$ cat src/design/dstf_pkg.sv
package dstf_pkg;

  localparam int DEF_FRACTION_BITS       = 24;
  localparam int DEF_INTEGER_BITS        = 32;
  localparam int DEF_MAX_FRACTION_DIGITS = 8;

  localparam int DECIMAL_BASE = 10;

  localparam logic [7:0] CHAR_ZERO  = 8'h30;
  localparam logic [7:0] CHAR_NINE  = 8'h39;
  localparam logic [7:0] CHAR_DOT   = 8'h2E;
  localparam logic [7:0] CHAR_COMMA = 8'h2C;

  typedef enum logic [1:0] {
    STATUS_OK        = 2'd0,
    STATUS_INVALID   = 2'd1,
    STATUS_SATURATED = 2'd2
  } status_t;

  // Error flags that travel with a finished number.
  typedef struct packed {
    logic bad;
    logic overflow;
  } parse_flags_t;

  // Elaboration-time power of ten, used to build the fraction weight table.
  function automatic longint unsigned pow10(input int k);
    longint unsigned p;
    p = 1;
    for (int i = 0; i < k; i++) begin
      p = p * longint'(DECIMAL_BASE);
    end
    return p;
  endfunction

endpackage

$ cat src/design/dstf_accum.sv
module dstf_accum import dstf_pkg::*; #(
  parameter int FRACTION_BITS       = DEF_FRACTION_BITS,
  parameter int INTEGER_BITS        = DEF_INTEGER_BITS,
  parameter int MAX_FRACTION_DIGITS = DEF_MAX_FRACTION_DIGITS
) (
  input  logic                     clk,
  input  logic                     rst,
  input  logic                     item_valid,
  output logic                     item_ready,
  input  logic [7:0]               item_char,
  input  logic                     item_last,
  output logic                     done_valid,
  input  logic                     done_ready,
  output logic [INTEGER_BITS-1:0]  done_integer,
  output logic [FRACTION_BITS:0]   done_fraction,
  output parse_flags_t             done_flags
);

  localparam int POS_W = $clog2(MAX_FRACTION_DIGITS + 1);
  localparam int PROD_W = INTEGER_BITS + 4;
  localparam int TERM_W = FRACTION_BITS + 4;

  // Weight of a fraction digit at position k: 2^FRACTION_BITS / 10^k, rounded.
  logic [FRACTION_BITS-1:0] weight [0:MAX_FRACTION_DIGITS];

  assign weight[0] = '0;

  for (genvar k = 1; k <= MAX_FRACTION_DIGITS; k++) begin : g_weight
    localparam longint unsigned P10 = pow10(k);
    localparam longint unsigned W = ((64'd1 << FRACTION_BITS) + P10 / 2) / P10;
    assign weight[k] = FRACTION_BITS'(W);
  end

  logic [INTEGER_BITS-1:0]  integer_sum, integer_sum_next;
  logic [FRACTION_BITS:0]   fraction_sum, fraction_sum_next;
  logic [POS_W-1:0]         fraction_position, fraction_position_next;
  logic                     in_fraction, in_fraction_next;
  logic                     bad_seen, bad_seen_next;
  logic                     overflow_seen, overflow_seen_next;

  logic                     is_digit;
  logic                     is_separator;
  logic [3:0]               digit;
  logic [PROD_W-1:0]        int_product;
  logic [POS_W-1:0]         pos_inc;
  logic [TERM_W-1:0]        frac_term;
  logic                     done_load;
  logic                     consume;

  assign is_digit     = item_char inside {[CHAR_ZERO:CHAR_NINE]};
  assign is_separator = item_char inside {CHAR_DOT, CHAR_COMMA};
  assign digit        = 4'(item_char - CHAR_ZERO);

  // Times ten as two shifts, plus the new digit.
  assign int_product = (PROD_W'(integer_sum) << 3) + (PROD_W'(integer_sum) << 1)
                     + PROD_W'(digit);
  assign pos_inc     = fraction_position + POS_W'(1);
  assign frac_term   = TERM_W'(digit) * TERM_W'(weight[pos_inc]);

  always_comb begin
    integer_sum_next       = integer_sum;
    fraction_sum_next      = fraction_sum;
    fraction_position_next = fraction_position;
    in_fraction_next       = in_fraction;
    bad_seen_next          = bad_seen;
    overflow_seen_next     = overflow_seen;
    if (is_digit) begin
      if (!in_fraction) begin
        if (|int_product[PROD_W-1:INTEGER_BITS]) begin
          integer_sum_next   = '1;
          overflow_seen_next = 1'b1;
        end else begin
          integer_sum_next = int_product[INTEGER_BITS-1:0];
        end
      end else if (fraction_position < POS_W'(MAX_FRACTION_DIGITS)) begin
        // Digits past the last weighted position are dropped.
        fraction_position_next = pos_inc;
        fraction_sum_next      = fraction_sum + frac_term[FRACTION_BITS:0];
      end
    end else if (is_separator && !in_fraction) begin
      in_fraction_next = 1'b1;
    end else begin
      bad_seen_next = 1'b1;
    end
  end

  assign done_load  = !done_valid || done_ready;
  assign item_ready = !item_last || done_load;
  assign consume    = item_valid && item_ready;

  always_ff @(posedge clk) begin
    if (rst) begin
      integer_sum       <= '0;
      fraction_sum      <= '0;
      fraction_position <= '0;
      in_fraction       <= 1'b0;
      bad_seen          <= 1'b0;
      overflow_seen     <= 1'b0;
      done_valid        <= 1'b0;
    end else begin
      if (consume && item_last) begin
        integer_sum       <= '0;
        fraction_sum      <= '0;
        fraction_position <= '0;
        in_fraction       <= 1'b0;
        bad_seen          <= 1'b0;
        overflow_seen     <= 1'b0;
        done_valid        <= 1'b1;
      end else begin
        if (consume) begin
          integer_sum       <= integer_sum_next;
          fraction_sum      <= fraction_sum_next;
          fraction_position <= fraction_position_next;
          in_fraction       <= in_fraction_next;
          bad_seen          <= bad_seen_next;
          overflow_seen     <= overflow_seen_next;
        end
        if (done_ready) begin
          done_valid <= 1'b0;
        end
      end
    end
  end

  always_ff @(posedge clk) begin
    if (consume && item_last) begin
      done_integer        <= integer_sum_next;
      done_fraction       <= fraction_sum_next;
      done_flags.bad      <= bad_seen_next;
      done_flags.overflow <= overflow_seen_next;
    end
  end

endmodule

$ cat src/design/decimal_string_to_fixed_top.sv
// Parses a decimal number sent one ASCII character per word, with last marking
// the final character, into an unsigned fixed-point value with INTEGER_BITS
// integer and FRACTION_BITS fraction bits, plus a status (ok, invalid character,
// integer part saturated). One character is taken every clock cycle unless the
// finished number is stalled; the result word appears once the last character
// has passed the input register, the accumulator stage and the output register.
// The cycle time is set by the accumulator stage: one multiply-by-ten and add with
// a saturation check on the integer part, or one digit-times-weight product and
// add on the fraction part. Fraction digits past MAX_FRACTION_DIGITS are
// checked but ignored.
module decimal_string_to_fixed_top import dstf_pkg::*; #(
  parameter int FRACTION_BITS       = DEF_FRACTION_BITS,
  parameter int INTEGER_BITS        = DEF_INTEGER_BITS,
  parameter int MAX_FRACTION_DIGITS = DEF_MAX_FRACTION_DIGITS
) (
  input  logic                                  clk,
  input  logic                                  rst,
  input  logic                                  char_valid,
  output logic                                  char_ready,
  input  logic [7:0]                            character,
  input  logic                                  last,
  output logic                                  result_valid,
  input  logic                                  result_ready,
  output logic [INTEGER_BITS+FRACTION_BITS-1:0] value,
  output logic [1:0]                            status
);

  localparam int VALUE_W = INTEGER_BITS + FRACTION_BITS;

  logic                     in_full;
  logic [7:0]               in_char;
  logic                     in_last;
  logic                     acc_ready;

  logic                     done_valid;
  logic                     done_ready;
  logic [INTEGER_BITS-1:0]  done_integer;
  logic [FRACTION_BITS:0]   done_fraction;
  parse_flags_t             done_flags;

  logic [INTEGER_BITS:0]    total;
  logic [VALUE_W-1:0]       value_next;
  status_t                  status_next;

  assign char_ready = !in_full || acc_ready;

  always_ff @(posedge clk) begin
    if (rst) begin
      in_full <= 1'b0;
    end else if (char_ready) begin
      in_full <= char_valid;
    end
  end

  always_ff @(posedge clk) begin
    if (char_valid && char_ready) begin
      in_char <= character;
      in_last <= last;
    end
  end

  dstf_accum #(
    .FRACTION_BITS       (FRACTION_BITS),
    .INTEGER_BITS        (INTEGER_BITS),
    .MAX_FRACTION_DIGITS (MAX_FRACTION_DIGITS)
  ) u_accum (
    .clk           (clk),
    .rst           (rst),
    .item_valid    (in_full),
    .item_ready    (acc_ready),
    .item_char     (in_char),
    .item_last     (in_last),
    .done_valid    (done_valid),
    .done_ready    (done_ready),
    .done_integer  (done_integer),
    .done_fraction (done_fraction),
    .done_flags    (done_flags)
  );

  // The fraction weights may round up past one; that carry joins the integer.
  assign total = (INTEGER_BITS + 1)'(done_integer)
               + (INTEGER_BITS + 1)'(done_fraction[FRACTION_BITS]);

  always_comb begin
    if (done_flags.bad) begin
      value_next  = '0;
      status_next = STATUS_INVALID;
    end else if (done_flags.overflow || total[INTEGER_BITS]) begin
      value_next  = '1;
      status_next = STATUS_SATURATED;
    end else begin
      value_next  = {total[INTEGER_BITS-1:0], done_fraction[FRACTION_BITS-1:0]};
      status_next = STATUS_OK;
    end
  end

  assign done_ready = !result_valid || result_ready;

  always_ff @(posedge clk) begin
    if (rst) begin
      result_valid <= 1'b0;
    end else if (done_ready) begin
      result_valid <= done_valid;
    end
  end

  always_ff @(posedge clk) begin
    if (done_valid && done_ready) begin
      value  <= value_next;
      status <= status_next;
    end
  end

  a_status_code: assert property (@(posedge clk) disable iff (rst)
    result_valid |-> (status == STATUS_OK || status == STATUS_INVALID ||
                      status == STATUS_SATURATED))
    else $error("result word carries an undefined status code");

  a_invalid_zero: assert property (@(posedge clk) disable iff (rst)
    (result_valid && status == STATUS_INVALID) |-> (value == '0))
    else $error("invalid-character result has a nonzero value");

  a_saturated_ones: assert property (@(posedge clk) disable iff (rst)
    (result_valid && status == STATUS_SATURATED) |-> (&value))
    else $error("saturated result is not all ones");

  a_last_needs_room: assert property (@(posedge clk) disable iff (rst)
    (in_full && in_last && done_valid && !done_ready) |-> !acc_ready)
    else $error("final character consumed while the finished number is stalled");

endmodule
$ cat config.mk
export PLATFORM = sky130hd
export DESIGN_NAME = decimal_string_to_fixed_top
export DESIGN_NICKNAME = d
export VERILOG_FILES = /design/src/design/dstf_pkg.sv /design/src/design/dstf_accum.sv /design/src/design/decimal_string_to_fixed_top.sv
export SDC_FILE = /design/constraint.sdc
export NUM_CORES = 1
export LEC_CHECK = 0
export ABC_AREA = 1
export BUFFER_PORTS_ARGS = -buffer_cell sky130_fd_sc_hd__buf_2
export CORE_MARGIN = 2
export CORE_UTILIZATION = 40
export DETAILED_ROUTE_END_ITERATION = 10
export HOLD_SLACK_MARGIN = 0.12
export MAX_ROUTING_LAYER = met4
export PLACE_DENSITY = 0.62
export SYNTH_ARGS = -nofsm -noshare
export SYNTH_HDL_FRONTEND = slang
export SYNTH_SLANG_ARGS = --single-unit
$ cat constraint.sdc
create_clock -name clk -period 16 [get_ports clk]
set_clock_uncertainty 0.15 [all_clocks]
set_input_delay 2.4 -clock clk [delete_from_list [all_inputs] [get_ports clk]]
set_output_delay 2.4 -clock clk [all_outputs]
set_load 0.005 [all_outputs]
== Word level (Yosys, flattened, before mapping) ==
Memory sizes are Yosys's and may differ from the RTL's.
Index checks and enable logic that the tools add are counted.

* Register bits after elaboration: 193
* ROM bits: 384
* Bits of input ports: 13
* Output and inout bits: 60
* Logic and storage cells: 72
* Memories: 1

{| class="wikitable"
|+ Memories
! memory !! words !! width !! read ports !! clocked after memory_dff !! write ports !! line !! RTL
|-
| (no name shown) || 16 || 24 || 1 || 0 || 0 || dstf_accum.sv:58 || <nowiki>assign frac_term = TERM_W'(digit) * TERM_W'(weight[pos_inc]);</nowiki>
|}

* $add $sub $neg: 6
* $mul: 1
* Magnitude comparators: 4
* Eq/ne operators: 2
* Multiplexer cells: 17
* Bitwise gates (word level): 2
* Reductions and logical operators: 22

{| class="wikitable"
|+ Operators with widths
! cell !! count
|-
| $mux W32 || 3
|-
| $mux W25 || 3
|-
| $mux W56 || 1
|-
| $mux W24 || 2
|-
| $add A35 B33 Y36 || 1
|-
| $add A36 B4 Y36 || 1
|-
| $add A32 B1 Y33 || 1
|-
| $add A25 B25 Y25 || 1
|-
| $mul A4 B24 Y25 || 1
|-
| $eq A8 B6 Y1 const B || 2
|-
| $ge A8 B6 Y1 const B || 1
|-
| $le A8 B6 Y1 const B || 1
|-
| $mux W1 || 7
|-
| $logic_and A1 B1 Y1 || 6
|-
| $ge A5 B5 Y1 const B || 1
|-
| $logic_not A1 Y1 || 5
|-
| $logic_or A1 B1 Y1 || 5
|-
| $not A4 Y5 || 1
|-
| $add A4 B1 Y4 const B || 1
|-
| $lt A4 B4 Y1 const B || 1
|-
| $reduce_and A4 Y1 || 1
|-
| $reduce_bool A2 Y1 || 2
|-
| $reduce_or A4 Y1 || 1
|-
| $sub A4 B1 Y4 const B || 1
|-
| other kinds (4) || 4
|}

== Longest topological paths before layout ==
* Depth after elaboration: 10
* Depth in mapped cells: 31
* Mapped depth without buffers: 31

== Cells and area by module ==
From an unflattened synthesis, not the netlist that was laid out.

* Cell total of the unflattened synthesis: 1934
* Area total of the unflattened synthesis: 15020.7 um2

{| class="wikitable"
|+ Modules (own cells, without submodules)
! module !! instances !! cells an instance !! area each (um2) !! seq. area each (um2)
|-
| dstf_accum || 1 || 1539 || 11503.5 || 3072.9
|-
| decimal_string_to_fixed_top || 1 || 395 || 3517.1 || 2052.0
|}

== Worst setup path after synthesis ==
OpenSTA, ideal clock, no wires.

* Path type: input to register
* From: input result_ready
* To: register status[0], enable pin
* Library setup time: 0.475 ns
* Data arrival time: 4.893 ns
* Data required time: 15.375 ns
* Path slack: 10.482 ns
* Cell stages on the path: 2
* Path buffers: 0
* Cells stage by stage: nor2_1 nor2_1

* Longest elaborated chain between the ends: 2

{| class="wikitable"
|+ Ends and longest elaborated chain
! element !! line !! RTL
|-
| start, declared || decimal_string_to_fixed_top.sv:23 || <nowiki>input logic result_ready,</nowiki>
|-
| $logic_or A1 B1 Y1 || decimal_string_to_fixed_top.sv:97 || <nowiki>assign done_ready = !result_valid || result_ready;</nowiki>
|-
| $logic_and A1 B1 Y1 || decimal_string_to_fixed_top.sv:108 || <nowiki>if (done_valid && done_ready) begin</nowiki>
|-
| end signal, assigned || decimal_string_to_fixed_top.sv:110 || <nowiki>status <= status_next;</nowiki>
|-
| end, declared || decimal_string_to_fixed_top.sv:25 || <nowiki>output logic [1:0] status</nowiki>
|}

No other way between the ends.
A chain may end at the register's enable or synchronous reset.

== Worst setup path in the final report ==
* From: register u_accum.fraction_position[0]
* To: register u_accum.done_fraction[22], data pin

* Longest elaborated chain between the ends: 10
* Elaborated cells between the ends (all ways): 11
* Those cells by class: add/sub (2); mul (1); order compare (1); mux (5); bitwise (1); memory (1)

{| class="wikitable"
|+ Ends and longest elaborated chain
! element !! line !! RTL
|-
| start, declared || dstf_accum.sv:36 || <nowiki>logic [POS_W-1:0] fraction_position, fraction_position_next;</nowiki>
|-
| start signal, assigned || dstf_accum.sv:113 || <nowiki>fraction_position <= fraction_position_next;</nowiki>
|-
| $add A4 B1 Y4 || dstf_accum.sv:57 || <nowiki>assign pos_inc = fraction_position + POS_W'(1);</nowiki>
|-
| named net u_accum.pos_inc[2] || dstf_accum.sv:45 || <nowiki>logic [POS_W-1:0] pos_inc;</nowiki>
|-
| $not A4 Y5 (not written as such) || dstf_accum.sv:58 ||
|-
| $mem_v2 Z16 W24 || - ||
|-
| $mux W24 (not written as such) (2 in a row) || dstf_accum.sv:58 ||
|-
| $mul A4 B24 Y25 || dstf_accum.sv:58 ||
|-
| $add A25 B25 Y25 || dstf_accum.sv:78 || <nowiki>fraction_sum_next = fraction_sum + frac_term[FRACTION_BITS:0];</nowiki>
|-
| $mux W25 || dstf_accum.sv:75 || <nowiki>end else if (fraction_position < POS_W'(MAX_FRACTION_DIGITS)) begin</nowiki>
|-
| $mux W25 || dstf_accum.sv:68 || <nowiki>if (!in_fraction) begin</nowiki>
|-
| $mux W25 || dstf_accum.sv:67 || <nowiki>if (is_digit) begin</nowiki>
|-
| named net u_accum.fraction_sum_next[22] || dstf_accum.sv:35 || <nowiki>logic [FRACTION_BITS:0] fraction_sum, fraction_sum_next;</nowiki>
|-
| end signal, assigned || dstf_accum.sv:128 || <nowiki>done_fraction <= fraction_sum_next;</nowiki>
|-
| end, declared || dstf_accum.sv:15 || <nowiki>output logic [FRACTION_BITS:0] done_fraction,</nowiki>
|}

The timed path passes the listed nets, and every way through them passes these cells. The select of a mux whose other input is x is not followed.

==> out/qor_table.md <==
| Step | Quantity | This run |
|:---|:---|:---|
| setup path | Maximum fanout count along the critical path | 5 |
| final layout | Final standard cell count with taps included and fillers excluded | 2376 |
| floorplanning | IO Count | 73 |
| clock network | Setup repair bufs after CTS | 0 |
| logic synthesis | Post-synthesis sequential area ratio | 35.3% |
| power | Leak pwr | 8.05 nW |
| timing | Final min period | 5.77 ns |
| final layout | Most frequent standard cell in the layout excluding fill and tap cells | sky130_fd_sc_hd__nand2_1 |
| setup path | Number of buffers and inverters on the critical path | 3 |
| final layout | Count of antenna diodes in the layout | 0 |
| placement | Half-perimeter wire length after detailed placement | 27000 µm |
| clock network | H-tree depth | 4 |
| grt | Gr ovfl total | 0 |
| placement | Placed cell count | 2344 |
| power | Power Total | 1.21 mW |
| grt | Via count of the first global-routing pass | 11100 |
| floorplanning | Die area | 37800 µm² |
| setup path | Worst setup path class | reg -> reg |
| grt | GRT Util Overall | 19.1% |
| final layout | Commonest cells after routing, fill and taps aside | 441 x sky130_fd_sc_hd__nand2_1, 339 x sky130_fd_sc_hd__inv_1, 141 x sky130_fd_sc_hd__nor2_1 |
| clock network | Post-cts sizing count | 0 |
| setup path | Most frequent cell on the critical path | sky130_fd_sc_hd__nand3_1 |
| setup path | Kind of cell adding the most delay to the critical path | adder cells |
| timing | Worst slew margin | 19.0% |
| setup path | Arrival time worst endpoint | 5.81 ns |
| clock network | CTS Root Cell | sky130_fd_sc_hd__clkbuf_16 |
| placement | Final weighted congestion of routability-driven global placement | 0.925 |
| timing | Pin slew with the least headroom to its limit | 1.21 ns |
| clock network | Hold bufs inserted after CTS | 0 |
| logic synthesis | Post-synthesis instance total | 1848 |
| routing | Vias per inst | 4.83 |
| logic synthesis | Syn_nets | 2025 |
| floorplanning | Total core area | 35700 µm² |
| timing | Setup repair after global routing missed its margin | false |
| timing | Max Clock Freq | 173 MHz |
| logic synthesis | Number of storage elements in the synthesis netlist | 193 |
| grt | Number of antenna violations at the first check in global routing | 0 |
| final layout | Number of fill cells in the layout | 3565 |
| run status | Run status | finished clean |
| setup path | Crit path max-delay cell type | sky130_fd_sc_hd__fa_1 |
| routing | Drt drc | 0 |
| timing | Post-Route Setup TNS | 0 ns |
| routing | Final ANT Viol Nets | 0 |
| clock network | # clock sinks | 193 |
| worst hold path | Worst Hold Class | reg -> reg |
| timing | Final setup violation count | 0 |
| setup path | Biggest cell delay along the critical path | 0.51 ns |
| setup path | Sort of element at the start of the critical path | flip-flop |
| grt | Pin count of the biggest net entering global routing | 69 |
| logic synthesis | Dominant register cell in the synthesized netlist | sky130_fd_sc_hd__edfxtp_1 |
| timing | Period Utilization, post-route | 36.1% |
| logic synthesis | Post-synth EDFFs | 126 |
| clock network | Worst-case clock buffer depth | 2 |
| clock network | Clock tree from TritonCTS | yes |
| final layout | Count of nets after finishing | 2079 |
| timing | Worst hold slack | 0.316 ns |
| setup path | Required time at the worst-slack endpoint | 16.04 ns |
| placement | Buffers added on ports | 72 |
| logic synthesis | Unique masters post-synth | 44 |
| logic synthesis | Share of synthesized registers carrying an async set or reset | 0% |
| setup path | Sort of element at the end of the critical path | flip-flop |
| timing | Final hold violations | 0 |
| routing | Drt initial violations | 769 |
| final layout | Area used by sequential logic in the layout | 5120 µm² |
| logic synthesis | Total number of yosys warnings | 0 |
| power | PD cells | 76.2 nW/µm² |
| final layout | Area added between synthesis and finish | 9.46% |
| routing | Routed wire length | 34000 µm |
| grt | Wire length of the first global-routing pass | 56700 µm |
| clock network | Worst-Skew Late Latency | 0.44 ns |
| final layout | Multi-input gate area | 7870 µm² |
| logic synthesis | Post-synth design cell area | 14500 µm² |
| timing | Number of pins exceeding their max-slew limit in the final report | 0 |
| floorplanning | Effective utilization at floorplan | 40.7% |
| floorplanning | Floorplan die width | 194 µm |
| power | Max rail drop VDD | 0.0803 mV |
| routing | Routed vias | 11500 |
| floorplanning | Row count | 69 |
| logic synthesis | Avg Synthesized Cell Area | 7.85 µm² |
| clock network | Register clock-pin slew on the reported worst setup and hold paths | 0.08 ns |
| routing | Number of search-and-repair iterations in the first detailed-routing pass | 5 |
| clock network | TritonCTS buffer count | 17 |
| routing | Final routed wire length divided by cell count | 14.3 µm |
| setup path | Sequence of cells on the critical path | ha_1 > inv_1 > ha_1 > nor3_1 > a21oi_1 > or2_2 > fa_1 > fa_1 > fa_1 > inv_1 > ha_1 > nand3_1 > nand3_1 > a21boi_0 > nor2_1 > o21ai_0 > nand3_1 > nand2_1 > nand2_1 > nand2_1 > nand3_1 > o21ai_0 > inv_1 |
| flow run | Number of maximum-capacitance violations | 0 |
| final layout | Layout cells sized above 1 | 12.2% |
| floorplanning | Die height | 194 µm |
[worst paths after layout]
check | start | endpoint | slack, ns | cells past startpoint
worst max register to register | u_accum.fraction_position[0] | u_accum.done_fraction[22] | 10.23 | 23
worst max-delay path | u_accum.fraction_position[0] | u_accum.done_fraction[22] | 10.23 | 23
worst min register to register | u_accum.bad_seen | u_accum.bad_seen | 0.32 | 2
worst min-delay path | u_accum.bad_seen | u_accum.bad_seen | 0.32 | 2
[synthesized netlist by cell type (10+ instances only)]
| library cell | n | area [µm²] |
|---|---|---|
| sky130_fd_sc_hd__nand2_1 | 442 | 1660 |
| sky130_fd_sc_hd__o211ai_1 | 10 | 75.1 |
| sky130_fd_sc_hd__o21ai_0 | 93 | 465 |
| sky130_fd_sc_hd__xor2_1 | 38 | 333 |
| sky130_fd_sc_hd__nor3_1 | 19 | 95.1 |
| sky130_fd_sc_hd__o21ai_2 | 20 | 175 |
| sky130_fd_sc_hd__xnor2_1 | 23 | 201 |
| sky130_fd_sc_hd__nand4_1 | 12 | 75.1 |
| sky130_fd_sc_hd__edfxtp_1 | 126 | 3780 |
| sky130_fd_sc_hd__nand3_1 | 73 | 365 |
| sky130_fd_sc_hd__nand2_2 | 28 | 175 |
| sky130_fd_sc_hd__clkbuf_1 | 30 | 113 |
| sky130_fd_sc_hd__a21oi_1 | 94 | 470 |
| sky130_fd_sc_hd__ha_1 | 110 | 1380 |
| sky130_fd_sc_hd__or2_2 | 40 | 250 |
| sky130_fd_sc_hd__nor2_1 | 143 | 537 |
| sky130_fd_sc_hd__fa_1 | 54 | 1080 |
| sky130_fd_sc_hd__dfxtp_1 | 67 | 1340 |
| sky130_fd_sc_hd__inv_1 | 340 | 1280 |
[metal layers]
layer	routed length (µm)	vias to the layer above	track usage, %	share of wire (%)
met4	391	0	4.07	1.2
met5	0	-	-	0
li1	-	5968	-	-
met2	14200	266	28.2	42
met3	1910	28	2.57	5.6
met1	17400	5224	27.8	51
[cells by family (layout without fill, tap and decap cells)]
| group | count (synthesis) | in the layout | share of synthesized area [%] |
|---|---|---|---|
| buffers and inverters | 392 | 459 | 10.5 |
| adders and majority gates | 164 | 164 | 16.9 |
| xor gates and xnor gates | 61 | 61 | 3.68 |
| DFF | 193 | 193 | 35.3 |
| and+or+nand+nor | 789 | 789 | 23.7 |
| AOI/OAI and AO/OA | 249 | 249 | 9.84 |
[registers in the layout (all words and copies together) (netlist names), 2 cells and up]
| register | flops |
|---|---|
| u_accum.done_flags | 2 |
| u_accum.fraction_position | 4 |
| u_accum.done_integer | 32 |
| value | 56 |
| in_char | 8 |
| u_accum.done_fraction | 25 |
| status | 2 |
| u_accum.integer_sum | 32 |
| u_accum.fraction_sum | 25 |
[worst min-delay path, stage by stage (launching register included)]
cell and delay [ns]:
sky130_fd_sc_hd__dfxtp_1 0.32, sky130_fd_sc_hd__a21oi_1 0.04, sky130_fd_sc_hd__nor2_1 0.07
[layout make-up]
| cell class | instances | share of cell area (%) |
|---|---|---|
| flip-flops and latches | 193 | 32.3 |
| repair buffers | 79 | 2.60 |
| inverters | 348 | 8.22 |
| multi-input cells | 1263 | 49.6 |
| clock inverters | 14 | 1.02 |
| clock buffers | 18 | 2.70 |
| well taps | 461 | 3.63 |
[metrics by stage]
step	setup WS, ns	util (%)	cell area [µm²]
after floorplan	10.48	-	14500
after global placement	10.24	42.9	15300
after detailed placement	10.26	42.9	15300
after CTS	10.26	44.5	15900
after global routing	9.79	44.5	15900
final	10.23	44.5	15900
[power breakdown]
group	switching, mW	total (mW)	leakage (nW)	internal, mW
clock	0.215	0.439	0.290	0.224
sequential	0.0111	0.553	1.74	0.542
combinational	0.143	0.218	6.01	0.0751
Note: power is estimated with default switching activity, not from simulation.
